$ cat src/sv/ppp_pkg.sv
package ppp_pkg;

    localparam int WordW      = 32;
    localparam int FracBits   = 16;
    localparam int WordWidth  = 32;
    localparam int StoreDepth = 21;
    localparam int IdxW       = 5;
    localparam int KBase      = 0;
    localparam int RBase      = 9;
    localparam int TBase      = 18;

    typedef enum logic {
        OP_LOAD    = 1'b0,
        OP_PROJECT = 1'b1
    } t_op;

endpackage

$ cat src/sv/ppp_mul.sv
// Fixed-point multiply: (a*b) >> FRAC truncated toward zero, saturated to W bits.
// One register stage after the product, then the shift and clamp.
module ppp_mul #(
    parameter int W    = ppp_pkg::WordWidth,
    parameter int FRAC = ppp_pkg::FracBits
) (
    input  logic                i_clk,
    input  logic                i_en,
    input  logic signed [W-1:0] i_a,
    input  logic signed [W-1:0] i_b,
    output logic signed [W-1:0] o_p,
    output logic                o_sat
);
    import ppp_pkg::*;

    localparam int PW = 2 * W;

    logic signed [PW-1:0] r_prod;
    logic signed [PW-1:0] n_prod;
    logic signed [PW-1:0] w_adj;
    logic signed [PW-1:0] w_shift;
    logic signed [PW-1:0] w_max;
    logic signed [PW-1:0] w_min;

    // Form the full product
    assign n_prod = PW'(i_a) * PW'(i_b);

    always_ff @(posedge i_clk) begin
        if (i_en) begin
            r_prod <= n_prod;
        end
    end

    // Round toward zero: bias negatives before the arithmetic shift
    assign w_adj   = r_prod[PW-1] ? (r_prod + PW'((64'd1 << FRAC) - 64'd1)) : r_prod;
    assign w_shift = w_adj >>> FRAC;
    assign w_max   = PW'({1'b0, {(W-1){1'b1}}});
    assign w_min   = -w_max - PW'(1);

    // Clamp to the word range
    always_comb begin
        o_sat = 1'b0;
        o_p   = w_shift[W-1:0];
        if (w_shift > w_max) begin
            o_sat = 1'b1;
            o_p   = w_max[W-1:0];
        end else if (w_shift < w_min) begin
            o_sat = 1'b1;
            o_p   = w_min[W-1:0];
        end
    end
endmodule

$ cat config.mk
export PLATFORM = sky130hd
export DESIGN_NAME = ppp_mul
export DESIGN_NICKNAME = d
export VERILOG_FILES = /design/src/sv/ppp_pkg.sv /design/src/sv/ppp_mul.sv
export SDC_FILE = /design/constraint.sdc
export NUM_CORES = 2
export LEC_CHECK = 0
export BUFFER_PORTS_ARGS = -buffer_cell sky130_fd_sc_hd__buf_2
export CORE_ASPECT_RATIO = 1.5
export CORE_MARGIN = 1
export CORE_UTILIZATION = 25
export DETAILED_ROUTE_END_ITERATION = 8
export PLACE_DENSITY = 0.39
export REMOVE_ABC_BUFFERS = 1
export SYNTH_ARGS = -nofsm -noshare
export SYNTH_HDL_FRONTEND = slang
export SYNTH_SLANG_ARGS = --single-unit
export TNS_END_PERCENT = 50
$ cat constraint.sdc
create_clock -name i_clk -period 10.05 [get_ports i_clk]
set_clock_uncertainty 0.15 [all_clocks]
set_input_delay 1.5075 -clock i_clk [delete_from_list [all_inputs] [get_ports i_clk]]
set_output_delay 1.5075 -clock i_clk [all_outputs]
set_load 0.05 [all_outputs]
== After elaboration in Yosys (flattened, before gate mapping) ==
Index checks and enable logic that the tools add are counted.

* Flip-flop bits (word level): 64
* Output and inout port bits: 33
* Logic and storage cells: 10

* Add/sub/neg operators: 1
* Multipliers: 1
* Order comparisons: 2
* Multiplexer cells: 5

{| class="wikitable"
|+ Operator list
! cell !! number
|-
| 64-bit by 16-bit adder with 64-bit output (second input constant) || 1
|-
| 32-bit by 32-bit multiplier with 64-bit output || 1
|-
| 32-bit 2-to-1 mux || 2
|-
| 64-bit 2-to-1 mux || 1
|-
| 48-bit by 32-bit greater-than comparator with 1-bit output (second input constant) || 1
|-
| 48-bit by 32-bit less-than comparator with 1-bit output (second input constant) || 1
|-
| 1-bit 2-to-1 mux || 2
|}

== Longest topological paths before layout ==
* Depth after elaboration: 5
* Depth in mapped cells: 29

== Least setup slack after synthesis ==
OpenSTA, ideal clock, no wires.

* Path type: input to register
* Start point: input i_b[3]
* End point: register r_prod[63], data pin
* Arrival: 8.933 ns
* Data required time: 9.636 ns
* Path slack: 0.704 ns
* Stages on the path: 24
* Cells stage by stage: clkbuf_1 > nand2_1 > fa_1 > fa_1 > inv_1 > fa_1 > fa_1 > inv_1 > fa_1 > inv_1 > fa_1 > fa_1 > fa_1 > ha_1 > a21o_1 > a21o_1 > a21oi_1 > o21ai_0 > a31oi_1 > o21ai_0 > a311o_1 > a21o_1 > a221oi_1 > xnor2_1

* Word-level cells in the longest chain between the ends: 1

{| class="wikitable"
|+ RTL lines
! item !! RTL line !! source
|-
| from (decl) || ppp_mul.sv:10 || <nowiki>input logic signed [W-1:0] i_b,</nowiki>
|-
| 32-bit by 32-bit multiplier with 64-bit output || ppp_mul.sv:26 || <nowiki>assign n_prod = PW'(i_a) * PW'(i_b);</nowiki>
|-
| named net n_prod[63] || ppp_mul.sv:19 || <nowiki>logic signed [PW-1:0] n_prod;</nowiki>
|-
| to (signal assigned) || ppp_mul.sv:30 || <nowiki>r_prod <= n_prod;</nowiki>
|-
| to (decl) || ppp_mul.sv:18 || <nowiki>logic signed [PW-1:0] r_prod;</nowiki>
|}

The timed path passes the listed nets, and every way through them passes these cells.
A chain may end at the register's enable or synchronous reset.

== Worst setup path after layout ==
* Start point: input i_b[8]
* End point: register r_prod[61], data pin

Same word-level chain as after synthesis.

==> flow_metrics.tcl <==
set metrics [dict create \
    synth-edff-count 64 \
    min-delay-path-class "in -> reg" \
    synthTopCellsByArea "fa_1, inv_1, and2_1, ha_1, nand2_1" \
    grt_use_total_pct 16.61 \
    synth_cell_types 62 \
    antenna_left 0 \
    holdBufCountCts 0 \
    viasPerCell 4.369 \
    nets 5511 \
    synth.most_common_cell "fa_1" \
    arrival_ns 9.42 \
    cap_violations 0 \
    coreArea_um2 156800 \
    worstPathMaxFanout 24 \
    synth-main-ff-cell "edfxtp_1" \
    hpwl_um 112700 \
    worstHoldStart "i_b[0]" \
    cts_buffer_depth 2 \
    synth-async-reset-ratio_pct 0 \
    tns_ns 0 \
    synth-warning-count 0 \
    fp.dieH_um 488.9 \
    clkTransAtPathRegs_ns 0.05 \
    wl_per_cell_um 20.31 \
    cts_setup_buffers 0 \
    htreeDepth 3 \
    gp_congestion 0.8079 \
    reg.largest.list "r_prod: 64 flops" \
    fmax_ghz 0.1055 \
    drc_errors 0 \
    dieArea_um2 159700 \
    antenna_found_initial 5 \
    first_iter_violations 1023 \
    synth_seq_cells 64 \
    avgSynthCellArea_um2 9.469 \
    firstDrtPassIters 5 \
    end_kind "register" \
    finalHoldViolCount 0 \
    top_level_ports 99 \
    start_util_pct 25.20 \
    synth_commonest_cells "fa_1, inv_1, nand2_1" \
    drv_slew 0 \
    critical_path_class "in -> reg" \
    slew_headroom_pct 29.42 \
    required_ns 9.99 \
    netlist_area_um2 39510 \
    cts_sinks 64 \
    max_slew.worst_pin.slew_ns 1.059 \
    final.min_clock_period_ns 9.483 \
    wl_um 127100 \
    hold_end "r_prod[0]" \
    io_buffers 98 \
    cp-start-kind "primary input" \
    grt-ovfl-total 0 \
    cts_root_buffer "clkbuf_16" \
    grt_pass1_wl_um 198100 \
    yosysTopAreaCell "fa_1" \
    final-setup-viol-count 0 \
    grt_pass1_vias 32500 \
    post_cts_resized 0 \
    yosysSeqAreaShare_pct 4.864 \
    top_register "r_prod" \
    vias 27330 \
    grt_max_degree 65 \
    hold_depth 2 \
    cts_tree "done" \
    outcome "complete, no violations" \
    syn2layout_area_growth_pct 8.749 \
    rsz0062_at_grt "no" \
    placementRows 178 \
    numCtsBuffers 9 \
    die_x_um 326.6 \
    period_share_pct 94.36 \
    synthCells 4173 \
    drive_gt1_share_pct 6.286 \
    synth_top_cell_area_share_pct 54.82 \
    largest_register_ffs 64 \
]
[cell type report]
class | instances | area (um2)
antenna | 1 | 2.502
clock buffer | 10 | 229.0
clock inverter | 6 | 83.83
fill | 17010 | 113800
inverter | 975 | 3660
multi-input combinational | 2916 | 33080
sequential | 64 | 1922
tap | 2070 | 2590
timing repair buffer | 213 | 1404
[worst max path at each step]
stage,from,endpoint
3_3_place_gp,i_b[5],r_prod[61]
4_1_cts,i_b[5],r_prod[61]
3_5_place_dp,i_b[6],r_prod[62]
5_1_grt,i_b[8],r_prod[57]
6_report,i_b[8],r_prod[61]
2_1_floorplan,i_a[31],r_prod[63]
[cell families after synthesis]
family	share of synthesized area (%)
AOI/OAI and AO/OA	4.158
xor gates and xnor gates	2.394
adders and majority gates	60.64
buffers and inverters	11.42
DFF	4.864
muxes	0.05383
and+or+nand+nor	16.47
[stage by stage]
stage | instance area, um2 | setup WS [ns] | std cells | hold slack (ns) | utilization [%]
2_1_floorplan | 38660 | 1.018 | 3955 | 1.470 | -
3_3_place_gp | 42660 | 0.2608 | 6238 | 2.080 | 27.21
3_5_place_dp | 42660 | 0.2686 | 6238 | 2.088 | 27.21
4_1_cts | 42970 | 0.6168 | 6254 | 1.709 | 27.41
5_1_grt | 42970 | 0.2235 | 6254 | 1.726 | 27.41
6_report | 42970 | 0.5673 | 6255 | 1.686 | 27.41
[worst max-delay path: stages]
cell	delay (ns)
buf_2	0.45
buf_4	0.32
nand2_1	0.11
fa_1	0.56
inv_1	0.07
fa_1	0.43
fa_1	0.50
inv_1	0.07
fa_1	0.49
inv_1	0.06
fa_1	0.46
ha_1	0.30
fa_1	0.49
inv_1	0.06
fa_1	0.48
inv_1	0.04
ha_1	0.41
a21oi_1	0.14
o21a_1	0.13
o32ai_1	0.24
a211oi_1	0.13
o31ai_1	0.70
a2111oi_0	0.27
buf_4	0.21
o31a_1	0.32
buf_4	0.15
o21ai_0	0.22
xor2_1	0.09
[layer usage]
| metal | routed length, um | share of wire, % | vias up | GRT usage, % |
|---|---|---|---|---|
| met2 | 76940 | 61 | 287 | 35.66 |
| met5 | 14 | 0.011 | - | 0 |
| met1 | 46220 | 36 | 14820 | 17.45 |
| met4 | 2333 | 1.8 | 2 | 2.980 |
| met3 | 1541 | 1.2 | 92 | 0.5384 |
| li1 | - | - | 12130 | - |
[cell usage in the layout (no fill, tap or decap), types with 31 or more instances in the layout]
| cell type | count |
|---|---|
| fa_1 | 1082 |
| inv_1 | 975 |
| nand2_1 | 567 |
| and2_1 | 499 |
| ha_1 | 184 |
| buf_4 | 111 |
| buf_2 | 98 |
| a21oi_1 | 67 |
| nor2_1 | 66 |
| edfxtp_1 | 64 |
| xnor2_1 | 61 |
| xor2_1 | 47 |
| a21o_1 | 43 |
| o21ai_0 | 42 |
| nand3_1 | 31 |
Power is not shown: default switching activity piles up to over one toggle a cycle in this logic, so the estimate is an artifact.
